==> config.mk <==
export PLATFORM = sky130hd
export DESIGN_NAME = uart_rx_ring_frame_extractor
export DESIGN_NICKNAME = d
export VERILOG_FILES = /design/src/hw/rtl/urfe_pkg.sv /design/src/hw/rtl/urfe_ram.sv /design/src/hw/rtl/urfe_front.sv /design/src/hw/rtl/urfe_cmd_fifo.sv /design/src/hw/rtl/urfe_back.sv /design/src/hw/rtl/uart_rx_ring_frame_extractor.sv
export SDC_FILE = /design/constraint.sdc
export NUM_CORES = 2
export LEC_CHECK = 0
export BUFFER_PORTS_ARGS = -buffer_cell sky130_fd_sc_hd__buf_4
export CAP_MARGIN = 20
export CORE_ASPECT_RATIO = 1.4
export CORE_MARGIN = 5
export CORE_UTILIZATION = 35
export CTS_CLUSTER_DIAMETER = 150
export DETAILED_ROUTE_END_ITERATION = 6
export PLACE_DENSITY = 0.46
export SYNTH_ARGS = -nofsm -noshare
export SYNTH_HDL_FRONTEND = slang
export SYNTH_SLANG_ARGS = --single-unit
==> constraint.sdc <==
create_clock -name clk_i -period 7.3 [get_ports clk_i]
set_input_delay 0.73 -clock clk_i [delete_from_list [all_inputs] [get_ports clk_i]]
set_output_delay 0.73 -clock clk_i [all_outputs]
set_load 0.05 [all_outputs]
==> src/hw/rtl/urfe_pkg.sv <==
// ----------------------------------------------------------------------------
// urfe_pkg
// Shared types and constants for the receive ring and frame extractor.
// ----------------------------------------------------------------------------
package urfe_pkg;

  localparam int unsigned RING_DEPTH_DEF = 256;
  localparam int unsigned MAX_FRAME_DEF  = 64;

  localparam int unsigned BYTE_W  = 8;
  localparam int unsigned LIMIT_W = 7;
  localparam int unsigned FILL_W  = 9;

  localparam logic [BYTE_W-1:0] HDR_BYTE     = 8'hFF;
  localparam logic [BYTE_W-1:0] ESC_BYTE     = 8'h7F;
  localparam logic [BYTE_W-1:0] THRESH_RESET = 8'd20;

  // Input operation codes
  localparam logic [1:0] OP_RX    = 2'd0;
  localparam logic [1:0] OP_IDLE  = 2'd1;
  localparam logic [1:0] OP_FRAME = 2'd2;
  localparam logic [1:0] OP_RAW   = 2'd3;

  // Commands handed from the front end to the back end
  typedef enum logic [1:0] {
    CMD_PUSH,
    CMD_STATUS,
    CMD_FRAME,
    CMD_RAW
  } cmd_kind_e;

  typedef struct packed {
    cmd_kind_e           kind;
    logic [BYTE_W-1:0]   data;
    logic [LIMIT_W-1:0]  limit;
    logic                isp;
  } cmd_t;

endpackage

==> src/hw/rtl/urfe_ram.sv <==
// ----------------------------------------------------------------------------
// urfe_ram
// Simple dual-port RAM: one write port, one read port with registered data.
// ----------------------------------------------------------------------------
module urfe_ram #(
  parameter int unsigned WIDTH = 8,
  parameter int unsigned DEPTH = 16,
  localparam int unsigned AW   = (DEPTH > 1) ? $clog2(DEPTH) : 1
) (
  input  logic             clk_i,
  input  logic             we_i,
  input  logic [AW-1:0]    waddr_i,
  input  logic [WIDTH-1:0] wdata_i,
  input  logic [AW-1:0]    raddr_i,
  output logic [WIDTH-1:0] rdata_o
);

  logic [WIDTH-1:0] mem_q [DEPTH];
  logic [WIDTH-1:0] rdata_q;

  always_ff @(posedge clk_i) begin
    if (we_i) begin
      mem_q[waddr_i] <= wdata_i;
    end
    rdata_q <= mem_q[raddr_i];
  end

  assign rdata_o = rdata_q;

endmodule

==> src/hw/rtl/urfe_front.sv <==
// ----------------------------------------------------------------------------
// urfe_front
// Accepts input items, tracks line state and the 0x7F run, and turns each
// item into a command for the back end.
// ----------------------------------------------------------------------------
module urfe_front import urfe_pkg::*; #(
  parameter int unsigned MAX_FRAME = MAX_FRAME_DEF
) (
  input  logic               clk_i,
  input  logic               rst_ni,
  input  logic               accept_i,
  input  logic [1:0]         op_i,
  input  logic [BYTE_W-1:0]  rx_byte_i,
  input  logic [LIMIT_W-1:0] limit_i,
  input  logic               aux_ready_i,
  input  logic               cfg_we_i,
  input  logic [BYTE_W-1:0]  cfg_wdata_i,
  output cmd_t               cmd_o
);

  logic              line_idle_q, line_idle_d;
  logic [BYTE_W-1:0] esc_run_q, esc_run_d;
  logic [BYTE_W-1:0] thr_q, thr_d;
  logic [BYTE_W-1:0] esc_inc;
  logic [LIMIT_W-1:0] lim_sat;
  logic              is_esc;

  always_comb begin
    line_idle_d = line_idle_q;
    esc_run_d   = esc_run_q;
    thr_d       = cfg_we_i ? cfg_wdata_i : thr_q;
    is_esc      = (rx_byte_i == ESC_BYTE);
    // saturate the run count
    esc_inc     = (esc_run_q == '1) ? esc_run_q : esc_run_q + 8'd1;
    lim_sat     = (limit_i > LIMIT_W'(MAX_FRAME)) ? LIMIT_W'(MAX_FRAME) : limit_i;

    cmd_o.kind  = CMD_STATUS;
    cmd_o.data  = rx_byte_i;
    cmd_o.limit = lim_sat;
    cmd_o.isp   = 1'b0;

    case (op_i)
      OP_RX: begin
        cmd_o.kind = CMD_PUSH;
        cmd_o.isp  = is_esc && (esc_inc > thr_q);
        if (accept_i) begin
          line_idle_d = 1'b0;
          esc_run_d   = is_esc ? esc_inc : '0;
        end
      end
      OP_IDLE: begin
        if (accept_i) begin
          line_idle_d = 1'b1;
        end
      end
      OP_FRAME: begin
        // busy line or aux low turns the request into a plain status
        cmd_o.kind = (line_idle_q && aux_ready_i) ? CMD_FRAME : CMD_STATUS;
      end
      OP_RAW: begin
        cmd_o.kind = CMD_RAW;
      end
      default: begin
        cmd_o.kind = CMD_STATUS;
      end
    endcase
  end

  always_ff @(posedge clk_i or negedge rst_ni) begin
    if (!rst_ni) begin
      line_idle_q <= 1'b1;
      esc_run_q   <= '0;
      thr_q       <= THRESH_RESET;
    end else begin
      line_idle_q <= line_idle_d;
      esc_run_q   <= esc_run_d;
      thr_q       <= thr_d;
    end
  end

endmodule

==> src/hw/rtl/urfe_cmd_fifo.sv <==
// ----------------------------------------------------------------------------
// urfe_cmd_fifo
// Two-entry command queue between the front end and the back end.
// ----------------------------------------------------------------------------
module urfe_cmd_fifo import urfe_pkg::*; (
  input  logic clk_i,
  input  logic rst_ni,
  input  logic push_i,
  input  cmd_t data_i,
  input  logic pop_i,
  output cmd_t data_o,
  output logic empty_o,
  output logic full_o
);

  cmd_t       slot_q [2];
  logic       wr_q, wr_d;
  logic       rd_q, rd_d;
  logic [1:0] cnt_q, cnt_d;

  always_comb begin
    wr_d  = push_i ? ~wr_q : wr_q;
    rd_d  = pop_i ? ~rd_q : rd_q;
    cnt_d = cnt_q + {1'b0, push_i} - {1'b0, pop_i};
  end

  always_ff @(posedge clk_i) begin
    if (push_i) begin
      slot_q[wr_q] <= data_i;
    end
  end

  always_ff @(posedge clk_i or negedge rst_ni) begin
    if (!rst_ni) begin
      wr_q  <= 1'b0;
      rd_q  <= 1'b0;
      cnt_q <= '0;
    end else begin
      wr_q  <= wr_d;
      rd_q  <= rd_d;
      cnt_q <= cnt_d;
    end
  end

  assign data_o  = slot_q[rd_q];
  assign empty_o = (cnt_q == 2'd0);
  assign full_o  = (cnt_q == 2'd2);

endmodule

==> src/hw/rtl/urfe_back.sv <==
// ----------------------------------------------------------------------------
// urfe_back
// Executes commands on the byte ring: append, header search, frame and raw
// pops into a frame buffer, then replay of the buffer as results.
// ----------------------------------------------------------------------------
module urfe_back import urfe_pkg::*; #(
  parameter int unsigned RING_DEPTH = RING_DEPTH_DEF,
  parameter int unsigned MAX_FRAME  = MAX_FRAME_DEF
) (
  input  logic              clk_i,
  input  logic              rst_ni,
  input  cmd_t              cmd_i,
  input  logic              empty_i,
  output logic              pop_o,
  output logic              result_valid_o,
  output logic [BYTE_W-1:0] out_byte_o,
  output logic              has_byte_o,
  output logic              last_o,
  output logic              dropped_o,
  output logic              isp_request_o,
  output logic [FILL_W-1:0] fill_count_o
);

  localparam int unsigned PW = $clog2(RING_DEPTH);
  localparam int unsigned HW = $clog2(RING_DEPTH + 1);
  localparam int unsigned CW = $clog2(MAX_FRAME + 1);
  localparam int unsigned BW = (MAX_FRAME > 1) ? $clog2(MAX_FRAME) : 1;

  localparam logic [1:0] S_IDLE = 2'd0;
  localparam logic [1:0] S_LOAD = 2'd1;
  localparam logic [1:0] S_STEP = 2'd2;
  localparam logic [1:0] S_RPLY = 2'd3;

  function automatic logic [PW-1:0] nx(input logic [PW-1:0] p);
    nx = (p == PW'(RING_DEPTH - 1)) ? '0 : p + 1'b1;
  endfunction

  logic [1:0]         state_q, state_d;
  logic [PW-1:0]      wp_q, wp_d;
  logic [PW-1:0]      rp_q, rp_d;
  logic [HW-1:0]      held_q, held_d;
  logic               frame_q, frame_d;
  logic               synced_q, synced_d;
  logic [LIMIT_W-1:0] lim_q, lim_d;
  logic [CW-1:0]      cnt_q, cnt_d;
  logic [CW-1:0]      k_q, k_d;
  logic [BYTE_W-1:0]  w0_q, w0_d;

  logic               res_valid_q, res_valid_d;
  logic [BYTE_W-1:0]  res_byte_q, res_byte_d;
  logic               res_has_q, res_has_d;
  logic               res_last_q, res_last_d;
  logic               res_drop_q, res_drop_d;
  logic               res_isp_q, res_isp_d;
  logic [HW-1:0]      res_fill_q, res_fill_d;

  logic               ring_we;
  logic [PW-1:0]      ring_raddr;
  logic [BYTE_W-1:0]  ring_rdata;
  logic               buf_we;
  logic [BW-1:0]      buf_raddr;
  logic [BYTE_W-1:0]  buf_rdata;

  logic [PW-1:0]      rp_nx;
  logic               header;
  logic               pop_byte;
  logic               finish;

  urfe_ram #(
    .WIDTH (BYTE_W),
    .DEPTH (RING_DEPTH)
  ) u_ring (
    .clk_i   (clk_i),
    .we_i    (ring_we),
    .waddr_i (wp_q),
    .wdata_i (cmd_i.data),
    .raddr_i (ring_raddr),
    .rdata_o (ring_rdata)
  );

  urfe_ram #(
    .WIDTH (BYTE_W),
    .DEPTH (MAX_FRAME)
  ) u_frame_buf (
    .clk_i   (clk_i),
    .we_i    (buf_we),
    .waddr_i (cnt_q[BW-1:0]),
    .wdata_i (w0_q),
    .raddr_i (buf_raddr),
    .rdata_o (buf_rdata)
  );

  always_comb begin
    state_d  = state_q;
    wp_d     = wp_q;
    rp_d     = rp_q;
    held_d   = held_q;
    frame_d  = frame_q;
    synced_d = synced_q;
    lim_d    = lim_q;
    cnt_d    = cnt_q;
    k_d      = k_q;
    w0_d     = w0_q;

    res_valid_d = 1'b0;
    res_byte_d  = '0;
    res_has_d   = 1'b0;
    res_last_d  = 1'b0;
    res_drop_d  = 1'b0;
    res_isp_d   = 1'b0;
    res_fill_d  = held_q;

    pop_o      = 1'b0;
    ring_we    = 1'b0;
    rp_nx      = nx(rp_q);
    ring_raddr = rp_q;
    buf_we     = 1'b0;
    buf_raddr  = '0;
    pop_byte   = 1'b0;
    finish     = 1'b0;
    // ring_rdata holds the byte after w0 while stepping
    header     = (held_q > HW'(1)) && (w0_q == HDR_BYTE) && (ring_rdata == HDR_BYTE);

    case (state_q)
      S_IDLE: begin
        if (!empty_i) begin
          pop_o = 1'b1;
          case (cmd_i.kind)
            CMD_PUSH: begin
              res_valid_d = 1'b1;
              res_last_d  = 1'b1;
              res_isp_d   = cmd_i.isp;
              if (held_q == HW'(RING_DEPTH)) begin
                res_drop_d = 1'b1;
              end else begin
                ring_we    = 1'b1;
                wp_d       = nx(wp_q);
                held_d     = held_q + 1'b1;
                res_fill_d = held_q + 1'b1;
              end
            end
            CMD_FRAME, CMD_RAW: begin
              frame_d  = (cmd_i.kind == CMD_FRAME);
              synced_d = (cmd_i.kind == CMD_RAW);
              lim_d    = cmd_i.limit;
              cnt_d    = '0;
              if (held_q == '0) begin
                if (cmd_i.kind == CMD_FRAME) begin
                  rp_d = '0;
                  wp_d = '0;
                end
                res_valid_d = 1'b1;
                res_last_d  = 1'b1;
              end else begin
                state_d = S_LOAD;
              end
            end
            default: begin
              res_valid_d = 1'b1;
              res_last_d  = 1'b1;
            end
          endcase
        end
      end

      S_LOAD: begin
        w0_d       = ring_rdata;
        ring_raddr = rp_nx;
        state_d    = S_STEP;
      end

      S_STEP: begin
        ring_raddr = rp_nx;
        if (!synced_q) begin
          // discard until FF FF
          if (held_q == '0) begin
            finish = 1'b1;
          end else if (header) begin
            synced_d = 1'b1;
          end else begin
            pop_byte = 1'b1;
          end
        end else begin
          if ((held_q == '0) || (LIMIT_W'(cnt_q) == lim_q) ||
              (frame_q && (cnt_q != '0) && header)) begin
            finish = 1'b1;
          end else begin
            pop_byte = 1'b1;
            buf_we   = 1'b1;
            cnt_d    = cnt_q + 1'b1;
          end
        end

        if (pop_byte) begin
          rp_d       = rp_nx;
          held_d     = held_q - 1'b1;
          w0_d       = ring_rdata;
          ring_raddr = nx(rp_nx);
        end

        if (finish) begin
          if (frame_q && (held_q == '0)) begin
            rp_d = '0;
            wp_d = '0;
          end
          if (cnt_q == '0) begin
            res_valid_d = 1'b1;
            res_last_d  = 1'b1;
            state_d     = S_IDLE;
          end else begin
            k_d     = '0;
            state_d = S_RPLY;
          end
        end
      end

      S_RPLY: begin
        res_valid_d = 1'b1;
        res_byte_d  = buf_rdata;
        res_has_d   = 1'b1;
        res_last_d  = (k_q == cnt_q - 1'b1);
        k_d         = k_q + 1'b1;
        buf_raddr   = k_d[BW-1:0];
        if (res_last_d) begin
          state_d = S_IDLE;
        end
      end

      default: begin
        state_d = S_IDLE;
      end
    endcase
  end

  always_ff @(posedge clk_i or negedge rst_ni) begin
    if (!rst_ni) begin
      state_q     <= S_IDLE;
      wp_q        <= '0;
      rp_q        <= '0;
      held_q      <= '0;
      frame_q     <= 1'b0;
      synced_q    <= 1'b0;
      cnt_q       <= '0;
      k_q         <= '0;
      res_valid_q <= 1'b0;
    end else begin
      state_q     <= state_d;
      wp_q        <= wp_d;
      rp_q        <= rp_d;
      held_q      <= held_d;
      frame_q     <= frame_d;
      synced_q    <= synced_d;
      cnt_q       <= cnt_d;
      k_q         <= k_d;
      res_valid_q <= res_valid_d;
    end
  end

  always_ff @(posedge clk_i) begin
    lim_q      <= lim_d;
    w0_q       <= w0_d;
    res_byte_q <= res_byte_d;
    res_has_q  <= res_has_d;
    res_last_q <= res_last_d;
    res_drop_q <= res_drop_d;
    res_isp_q  <= res_isp_d;
    res_fill_q <= res_fill_d;
  end

  assign result_valid_o = res_valid_q;
  assign out_byte_o     = res_byte_q;
  assign has_byte_o     = res_has_q;
  assign last_o         = res_last_q;
  assign dropped_o      = res_drop_q;
  assign isp_request_o  = res_isp_q;
  assign fill_count_o   = FILL_W'(res_fill_q);

endmodule

==> src/hw/rtl/uart_rx_ring_frame_extractor.sv <==
// Path: a receive byte or status item is strobed from the result register after the
//   command queue, when the back end is free.
// Frame read: load, sync to FF FF, pop to buffer, one result a cycle; raw skips sync.
// One receive byte per cycle while the back end idles; busy while two commands queue.
// Reset clears pointers, fill, escape run, threshold (20) and marks the line idle;
//   unheld ring entries are never read, so the ring is not swept.
// ----------------------------------------------------------------------------
// uart_rx_ring_frame_extractor
// Receive byte ring with FF FF header sync and frame extraction.
// ----------------------------------------------------------------------------
module uart_rx_ring_frame_extractor import urfe_pkg::*; #(
  parameter int unsigned RING_DEPTH = RING_DEPTH_DEF,
  parameter int unsigned MAX_FRAME  = MAX_FRAME_DEF
) (
  input  logic               clk_i,
  input  logic               rst_ni,
  input  logic               start,
  output logic               busy,
  input  logic [1:0]         op_i,
  input  logic [BYTE_W-1:0]  rx_byte_i,
  input  logic [LIMIT_W-1:0] limit_i,
  input  logic               aux_ready_i,
  input  logic               cfg_we_i,
  input  logic [BYTE_W-1:0]  cfg_wdata_i,
  output logic               result_valid_o,
  output logic [BYTE_W-1:0]  out_byte_o,
  output logic               has_byte_o,
  output logic               last_o,
  output logic               dropped_o,
  output logic               isp_request_o,
  output logic [FILL_W-1:0]  fill_count_o
);

  logic accept;
  logic fifo_full;
  logic fifo_empty;
  logic fifo_pop;
  cmd_t front_cmd;
  cmd_t back_cmd;

  assign accept = start && !fifo_full;
  assign busy   = fifo_full;

  urfe_front #(
    .MAX_FRAME (MAX_FRAME)
  ) u_front (
    .clk_i       (clk_i),
    .rst_ni      (rst_ni),
    .accept_i    (accept),
    .op_i        (op_i),
    .rx_byte_i   (rx_byte_i),
    .limit_i     (limit_i),
    .aux_ready_i (aux_ready_i),
    .cfg_we_i    (cfg_we_i),
    .cfg_wdata_i (cfg_wdata_i),
    .cmd_o       (front_cmd)
  );

  urfe_cmd_fifo u_cmd_fifo (
    .clk_i   (clk_i),
    .rst_ni  (rst_ni),
    .push_i  (accept),
    .data_i  (front_cmd),
    .pop_i   (fifo_pop),
    .data_o  (back_cmd),
    .empty_o (fifo_empty),
    .full_o  (fifo_full)
  );

  urfe_back #(
    .RING_DEPTH (RING_DEPTH),
    .MAX_FRAME  (MAX_FRAME)
  ) u_back (
    .clk_i          (clk_i),
    .rst_ni         (rst_ni),
    .cmd_i          (back_cmd),
    .empty_i        (fifo_empty),
    .pop_o          (fifo_pop),
    .result_valid_o (result_valid_o),
    .out_byte_o     (out_byte_o),
    .has_byte_o     (has_byte_o),
    .last_o         (last_o),
    .dropped_o      (dropped_o),
    .isp_request_o  (isp_request_o),
    .fill_count_o   (fill_count_o)
  );

endmodule

Yosys cells after proc, flatten, opt, wreduce, memory -nomap -nowiden
Memory sizes are Yosys's and may differ from the RTL's. A register that Yosys moved wholly into a read port is not among the register bits.
Index checks and enable logic that the tools add are counted.
Storage, ports and cells
  flip-flop bits (word level): 101
  RAM bits: 2596
  output and inout bits: 23
  logic and storage cells: 206
  memories kept: 3
Cells by class
  $add $sub $neg: 11
  $lt $le $gt $ge: 3
  equality and inequality tests: 37
  muxes and demuxes: 89
  bitwise gates (word level): 5
  reduce and logical (&&, ||, !) cells: 35
Memories
  u_back.u_ring.mem_q: words 256, bits a word 8, rd ports 1, clocked after Yosys merged registers in 1, write ports 1, RTL line urfe_ram.sv:18  | logic [WIDTH-1:0] mem_q [DEPTH];
  u_back.u_frame_buf.mem_q: words 64, bits a word 8, rd ports 1, clocked after Yosys merged registers in 1, write ports 1, RTL line urfe_ram.sv:18
  u_cmd_fifo.slot_q: words 2, bits a word 18, rd ports 1, clocked after Yosys merged registers in 0, write ports 1, RTL line urfe_cmd_fifo.sv:16  | cmd_t slot_q [2];
Operators with widths (count)
  2-to-1 mux 8 bit: 18
  case mux 8 bit (2 select lines): 5
  2-to-1 mux 7 bit: 7
  equality test 8 bit (second input constant): 6
  2-to-1 mux 9 bit: 5
  2-to-1 mux 1 bit: 37
  adder 8 x 1 -> 8 bit (second input constant): 4
  case mux 7 bit (2 select lines): 2
  != test 2 x 1 -> 1 bit (second input constant): 9
  case mux 9 bit (2 select lines): 1
  AND reduction 5 bit: 3
  adder 7 x 1 -> 7 bit (second input constant): 2
  equality test 2 bit (second input constant): 7
  equality test 7 bit: 2
  2-to-1 mux 2 bit: 7
  AND reduction 3 bit: 4
  != test 2 bit (second input constant): 5
  adder 9 x 1 -> 9 bit (second input constant): 1
  equality test 9 bit (second input constant): 1
  > comparator 9 x 1 -> 1 bit (second input constant): 1
  zero test 9 bit: 1
  subtractor 9 x 1 -> 9 bit (second input constant): 1
  equality test 8 x 7 -> 1 bit (second input constant): 1
  > comparator 8 bit: 1
  other kinds (24): 49

Depth between registers and ports, before layout
  depth after elaboration: 12
  gate-level depth with buffers: 20

Modules after synthesis
A second synthesis with hierarchy kept.
Unflattened totals
  cell total of the unflattened synthesis: 5460
  area total of the unflattened synthesis: 107406.8 um2
By module, submodules not included
  urfe_ram (u_back.u_ring): instances 1, cells each 3733, area an instance 79556.3 um2, seq. area each 61659.1 um2
  urfe_ram (u_back.u_frame_buf): instances 1, cells each 972, area an instance 20190.6 um2, seq. area each 15534.9 um2
  urfe_back: instances 1, cells each 546, area an instance 4897.2 um2, seq. area each 1971.9 um2
  urfe_cmd_fifo: instances 1, cells each 71, area an instance 1545.2 um2, seq. area each 1181.1 um2
  urfe_front: instances 1, cells each 137, area an instance 1203.7 um2, seq. area each 429.2 um2
  uart_rx_ring_frame_extractor: instances 1, cells each 1, area an instance 13.8 um2, seq. area each 0.0 um2

Least setup slack after synthesis
Ideal clock, no wire load.
  path kind: register to register
  start: reg u_back.w0_q[0]
  end: reg u_back.u_ring.rdata_q[0] (netlist: u_back.u_ring.rdata_o[0]) (read register of u_back.u_ring.mem_q)
  arrival time: 4.561 ns
  required time: 7.166 ns
  path slack: 2.605 ns
  stages on the path, launching flop included: 16
  path buffers: 3
  period minus slack after synthesis: 4.695 ns
  path through: edfxtp_1 -> nand4_1 -> or4_1 -> a211oi_2 -> o21ai_0 -> a21oi_1 -> buf_4 -> buf_2 -> buf_2 -> mux2i_1 -> o22ai_1 -> nor4_1 -> o221ai_1 -> a21oi_1 -> nand4_1 -> or4_1
Between the ends
  longest elaborated chain between the ends: 10
  elaborated cells between the ends (all ways): 12
  classes of those cells: 1 x eq/ne; 7 x mux; 4 x reduce/logical
Ends and longest elaborated chain
  start, declared: RTL line urfe_back.sv:47  | logic [BYTE_W-1:0] w0_q, w0_d;
  start signal, assigned: RTL line urfe_back.sv:261  | w0_q <= w0_d;
  equality test 8 bit (*): RTL line urfe_back.sv:122  | header = (held_q > HW'(1)) && (w0_q == HDR_BYTE) && (ring_rdata == HDR_BYTE);
  logical AND 1 bit (*) (2 in series): RTL line urfe_back.sv:122
  logical AND 1 bit: RTL line urfe_back.sv:185  | (frame_q && (cnt_q != '0) && header)) begin
  logical OR 1 bit: RTL line urfe_back.sv:184  | if ((held_q == '0) || (LIMIT_W'(cnt_q) == lim_q) ||
  2-to-1 mux 1 bit: RTL line urfe_back.sv:184
  2-to-1 mux 1 bit (*): RTL line urfe_back.sv:174  | if (!synced_q) begin
  2-to-1 mux 1 bit (*): RTL line urfe_back.sv:124  | case (state_q)
  2-to-1 mux 8 bit (*): RTL line urfe_back.sv:194  | if (pop_byte) begin
  case mux 8 bit (2 select lines) (*): RTL line urfe_back.sv:124
  end, declared: RTL line urfe_ram.sv:19  | logic [WIDTH-1:0] rdata_q;
Mark *: on every way between the ends. The rest lies on a longest branch, timed or not. The select of a mux whose other input is x is not followed.
A chain may end at the register's enable or synchronous reset.

Worst setup path after layout
  start: reg u_back.rp_q[0]
  end: reg u_back.u_ring.rdata_q[3] (netlist: u_back.u_ring.rdata_o[3]) (read register of u_back.u_ring.mem_q)
Between the ends
  longest elaborated chain between the ends: 6
  elaborated cells between the ends (all ways): 8
  classes of those cells: 2 x add/sub; 2 x eq/ne; 4 x mux
Ends and longest elaborated chain
  start, declared: RTL line urfe_back.sv:40  | logic [PW-1:0] rp_q, rp_d;
  start signal, assigned: RTL line urfe_back.sv:249  | rp_q <= rp_d;
  adder 8 x 1 -> 8 bit or equality test 8 bit (tied branches): RTL line urfe_back.sv:35  | nx = (p == PW'(RING_DEPTH - 1)) ? '0 : p + 1'b1;
  2-to-1 mux 8 bit: RTL line urfe_back.sv:35
  adder 8 x 1 -> 8 bit or equality test 8 bit (tied branches): RTL line urfe_back.sv:35
  2-to-1 mux 8 bit: RTL line urfe_back.sv:35
  2-to-1 mux 8 bit: RTL line urfe_back.sv:194
  case mux 8 bit (2 select lines) (*): RTL line urfe_back.sv:124
Mark *: on every way between the ends. The rest lies on a longest branch, timed or not.

==> impl_summary.txt <==
----------------------------------------------------
[STA]
  Final Max Slew Viols ... 0
  Max Clock Skew ... 0.03585 ns
  Measured slew at the worst slew-check pin ... ~1.1 ns
  Setup repair after global routing missed its margin ... false
  Number of failing hold endpoints at the final stage ... 0
  Maximum achievable frequency ... about 150 MHz
  Period Utilization, post-route ... 0.9153
  Fin Setup TNS ... 0 ns
  Final setup fails ... 0
  Max-slew headroom ... 0.2535
  Time the final worst path needs with I/O delays and setup ... roughly 6.7 ns

[Run]
  Total of max-cap violations ... 0

[Global route]
  Total congestion overflow after global routing ... 0
  Largest net degree at the start of global routing ... about 160
  Antenna violations before repair ... 3
  Vias in the first global route ... 63659
  Global-route wire length before repair ... 495500 um
  Total global routing track utilization ... 0.2145

[Floorplan]
  Overall die area ... around 320000 um^2
  Placeable core area ... just over 300000 um^2
  Die X ... approximately 480 um
  Boundary Pins ... 53
  Initial standard-cell utilization of the core ... 0.3507
  Die outline height ... around 670 um
  Num rows ... 242

[Place]
  Detailed placement HPWL ... approximately 220000 um
  RD Place Congestion ... about 0.84
  Number of buffers added on ports ... 52

[Yosys]
  Number of instances in the synthesized netlist ... roughly 7000
  Avg Inst Size Synth ... 15.08 um^2
  Number of synthesized flops with an enable pin ... around 2600
  Share of the yosys chip area belonging to registers ... 0.7436
  Post-synth cell types ... 87
  Synth Warn # ... 0
  Post-synthesis instance area ... between 100000 and 150000 um^2
  Ys flop type ... sky130_fd_sc_hd__edfxtp_1
  Number of synthesized register bits ... around 2700
  Asr flop ratio synth ... 0.02396
  Nets in the synthesized netlist ... 7263

[Critical path]
  Largest stage delay on the critical path ... 0.89 ns
  Type of origin of the critical path ... flip-flop
  Most repeated library cell on the critical path ... sky130_fd_sc_hd__buf_12
  Series of cell instances along the critical path ... ha_1, nor2b_1, nand3_1, a221oi_2, o311ai_0, a21oi_4, buf_12, buf_12, buf_4, mux4_2, nand2_1, o221ai_1, o21ai_0, o2111ai_1, a2111oi_0, nand4_1
  Crit path max fanout ... 43
  Data required time of the worst path ... 7.99 ns
  Kind of end point of the critical path ... flip-flop
  Slowest stage cell, crit path ... sky130_fd_sc_hd__a2111oi_0
  Arrival time at the worst endpoint ... 7.37 ns
  Critical path class ... flip-flop to flip-flop
  Worst Path Buf+Inv ... 3
  Gate family responsible for the most delay along the worst path ... compound AO/OA/AOI/OAI gates

[CTS]
  CTS tree ... yes
  Quantity of hold-fixing buffers added after cts ... 1
  CTS Sinks ... between 2000 and 3000
  Inserted Clock Buffers ... 278
  Clock slew seen by the registers of the worst setup and hold paths ... around 0.060 ns
  Maximum clock insertion buffer count ... 4
  Deepest level of the CTS H-tree ... 5
  Number of setup buffers added after CTS ... 0
  CTS root buffer ... sky130_fd_sc_hd__clkbuf_16
  Resized cells post-CTS ... 0
  Insertion delay to the later sink of the worst-skew pair ... about 0.85 ns

[Route]
  Number of detailed-routing iterations run before antenna repair ... 6
  Initial DRC Count ... between 5000 and 6000
  Count of unresolved DRC violations after routing ... 0
  Via/cell ratio ... ~5.5
  Total routed wirelength ... around 350000 um
  Number of nets with antenna violations after detailed routing ... 0
  Per-cell routed wire length ... around 30 um
  Vias post-DR ... about 64000

[Cells and area]
  Fraction of final layout cells with drive strength greater than 1 ... 0.1200
  Number of nets at the end of the flow ... 7344
  Count of fill cells added during filler insertion ... 28405
  Layout overhead on the synthesized area ... 13.73%

[Hold path]
  Worst hold-check path type ... primary input to flip-flop

[Power]
  Power Dens Cells ... ~520 nW/um^2
  Worst supply voltage drop on vdd ... about 0.00066 V
  Static Leakage ... roughly 0.040 uW
  Overall power ... between 60000 and 70000 uW

[Status]
  Run status ... complete, no violations

----------------------------------------------------
[report_power, final]
group	switching, uW	internal, uW	total [uW]
sequential	331	19400	19700
clock	6090	8390	14500
combinational	21700	8580	30300
total	28100	36400	64500
[cell usage in the layout (no fill, tap or decap), drive strengths merged, types with 13 or more instances in the layout]
master / instances
a22oi: 28
nand4: 48
a32oi: 28
buf: 248
and2: 14
mux2i: 415
dfrtp: 62
edfxtp: 2611
a211oi: 79
nor4: 28
nor2b: 83
o211ai: 65
a21oi: 256
mux4: 155
a32o: 16
o221ai: 43
xnor2: 31
clkbuf: 341
dfxtp: 37
bufinv: 32
o21ai: 118
nand2: 1205
ha: 29
mux2: 24
a311oi: 94
xor2: 19
a21boi: 13
a31oi: 93
and3: 55
nand3: 359
clkinv: 100
nor3: 41
o22ai: 107
inv: 36
nor2: 410
[final timing paths]
check	cells after the start	slack (ns)	startpoint	end
min in group asynchronous	2	0.26	rst_ni	u_front.thr_q[0]
hold reg to reg	0	0.44	u_back.u_ring.rdata_o[1]	u_back.w0_q[1]
hold / removal	1	0.08	rx_byte_i[6]	u_cmd_fifo.slot_q[0][14]
setup reg to reg	16	0.62	u_back.rp_q[0]	u_back.u_ring.rdata_o[3]
setup / recovery	16	0.62	u_back.rp_q[0]	u_back.u_ring.rdata_o[3]
max in group asynchronous	3	5.91	rst_ni	u_back.k_q[0]
[cells in the mapped netlist, types with 83 or more instances]
cell,number,area share
sky130_fd_sc_hd__mux4_2,155,0.032
sky130_fd_sc_hd__a31oi_1,93,0.0054
sky130_fd_sc_hd__edfxtp_1,2611,0.72
sky130_fd_sc_hd__mux2i_1,415,0.038
sky130_fd_sc_hd__nor2_1,410,0.014
sky130_fd_sc_hd__buf_2,117,0.0054
sky130_fd_sc_hd__o22ai_1,107,0.0062
sky130_fd_sc_hd__nor2b_1,83,0.0048
sky130_fd_sc_hd__o21ai_0,116,0.0053
sky130_fd_sc_hd__a21oi_1,256,0.012
sky130_fd_sc_hd__nand2_1,1205,0.042
sky130_fd_sc_hd__a311oi_1,94,0.0076
sky130_fd_sc_hd__nand3_1,359,0.017
sky130_fd_sc_hd__clkbuf_1,218,0.0075
[state kept, by name (all words and copies together) (netlist names), 7 cells and up]
name	count
u_back.cnt_q	7
u_back.rp_q	8
u_front.esc_run_q	8
u_cmd_fifo.slot_q	36
u_back.held_q	9
u_back.u_frame_buf.mem_q	512
u_back.u_ring.mem_q	2048
u_back.lim_q	7
u_back.out_byte_o	8
u_back.fill_count_o	9
u_back.k_q	7
u_front.thr_q	8
u_back.u_frame_buf.rdata_o	8
u_back.u_ring.rdata_o	8
u_back.w0_q	8
u_back.wp_q	8
[worst reg2reg max path, cell delays in order (launching register included)]
cell                        delay [ns]
sky130_fd_sc_hd__dfrtp_1          0.54
sky130_fd_sc_hd__ha_1             0.42
sky130_fd_sc_hd__nor2b_1          0.31
sky130_fd_sc_hd__nand3_1          0.20
sky130_fd_sc_hd__a221oi_2         0.63
sky130_fd_sc_hd__o311ai_0         0.39
sky130_fd_sc_hd__a21oi_4          0.33
sky130_fd_sc_hd__buf_12           0.23
sky130_fd_sc_hd__buf_12           0.35
sky130_fd_sc_hd__buf_4            0.56
sky130_fd_sc_hd__mux4_2           0.63
sky130_fd_sc_hd__nand2_1          0.09
sky130_fd_sc_hd__o221ai_1         0.11
sky130_fd_sc_hd__o21ai_0          0.50
sky130_fd_sc_hd__o2111ai_1        0.19
sky130_fd_sc_hd__a2111oi_0        0.89
sky130_fd_sc_hd__nand4_1          0.16
[cell type report]
cell class,instances,area [um^2],area share
antenna,8,20.02,0.0001620
clock buffer,341,7435,0.06018
clock inverter,148,1595,0.01291
inverter,31,116.4,0.0009419
multi-input combinational,4012,26130,0.2115
sequential,2713,80780,0.6539
tap,4148,5190,0.04201
timing repair buffer,249,2283,0.01848
[per-layer routing]
metal | part of all wire | GRT usage
met3 | 0.051 | 0.02918
met5 | 0 | 0
met4 | 0.046 | 0.08640
met1 | 0.39 | 0.2614
met2 | 0.52 | 0.3833
[logic make-up (layout without fill, tap and decap cells)]
logic type,count (synthesis),count (layout),share of synthesized area
xor gates and xnor gates,50,50,0.004031
muxes,594,594,0.07286
other,0,8,0
DFF,2713,2713,0.7436
buffers and inverters,479,769,0.01987
adders and majority gates,29,29,0.003340
and+or+nand+nor,2299,2299,0.09147
AOI/OAI and AO/OA,1040,1040,0.06484
[metrics by stage]
| step | cell area (um^2) | hold slack (ns) | utilization | instances | worst slack [ns] |
|---|---|---|---|---|---|
| global route | 123500 | 0.03250 | 0.3988 | 11647 | 0.2267 |
| detailed placement | 114400 | 0.4238 | 0.3694 | 11148 | 0.6892 |
| global placement | 114400 | 0.4199 | 0.3694 | 11145 | 0.6937 |
| finish | 123500 | 0.07938 | 0.3988 | 11650 | 0.6181 |
| CTS | 123500 | 0.001567 | 0.3986 | 11638 | 0.6593 |
| floorplan | 108600 | 0.4079 | - | 7204 | 2.605 |
Power figures use the tool's default switching activity.
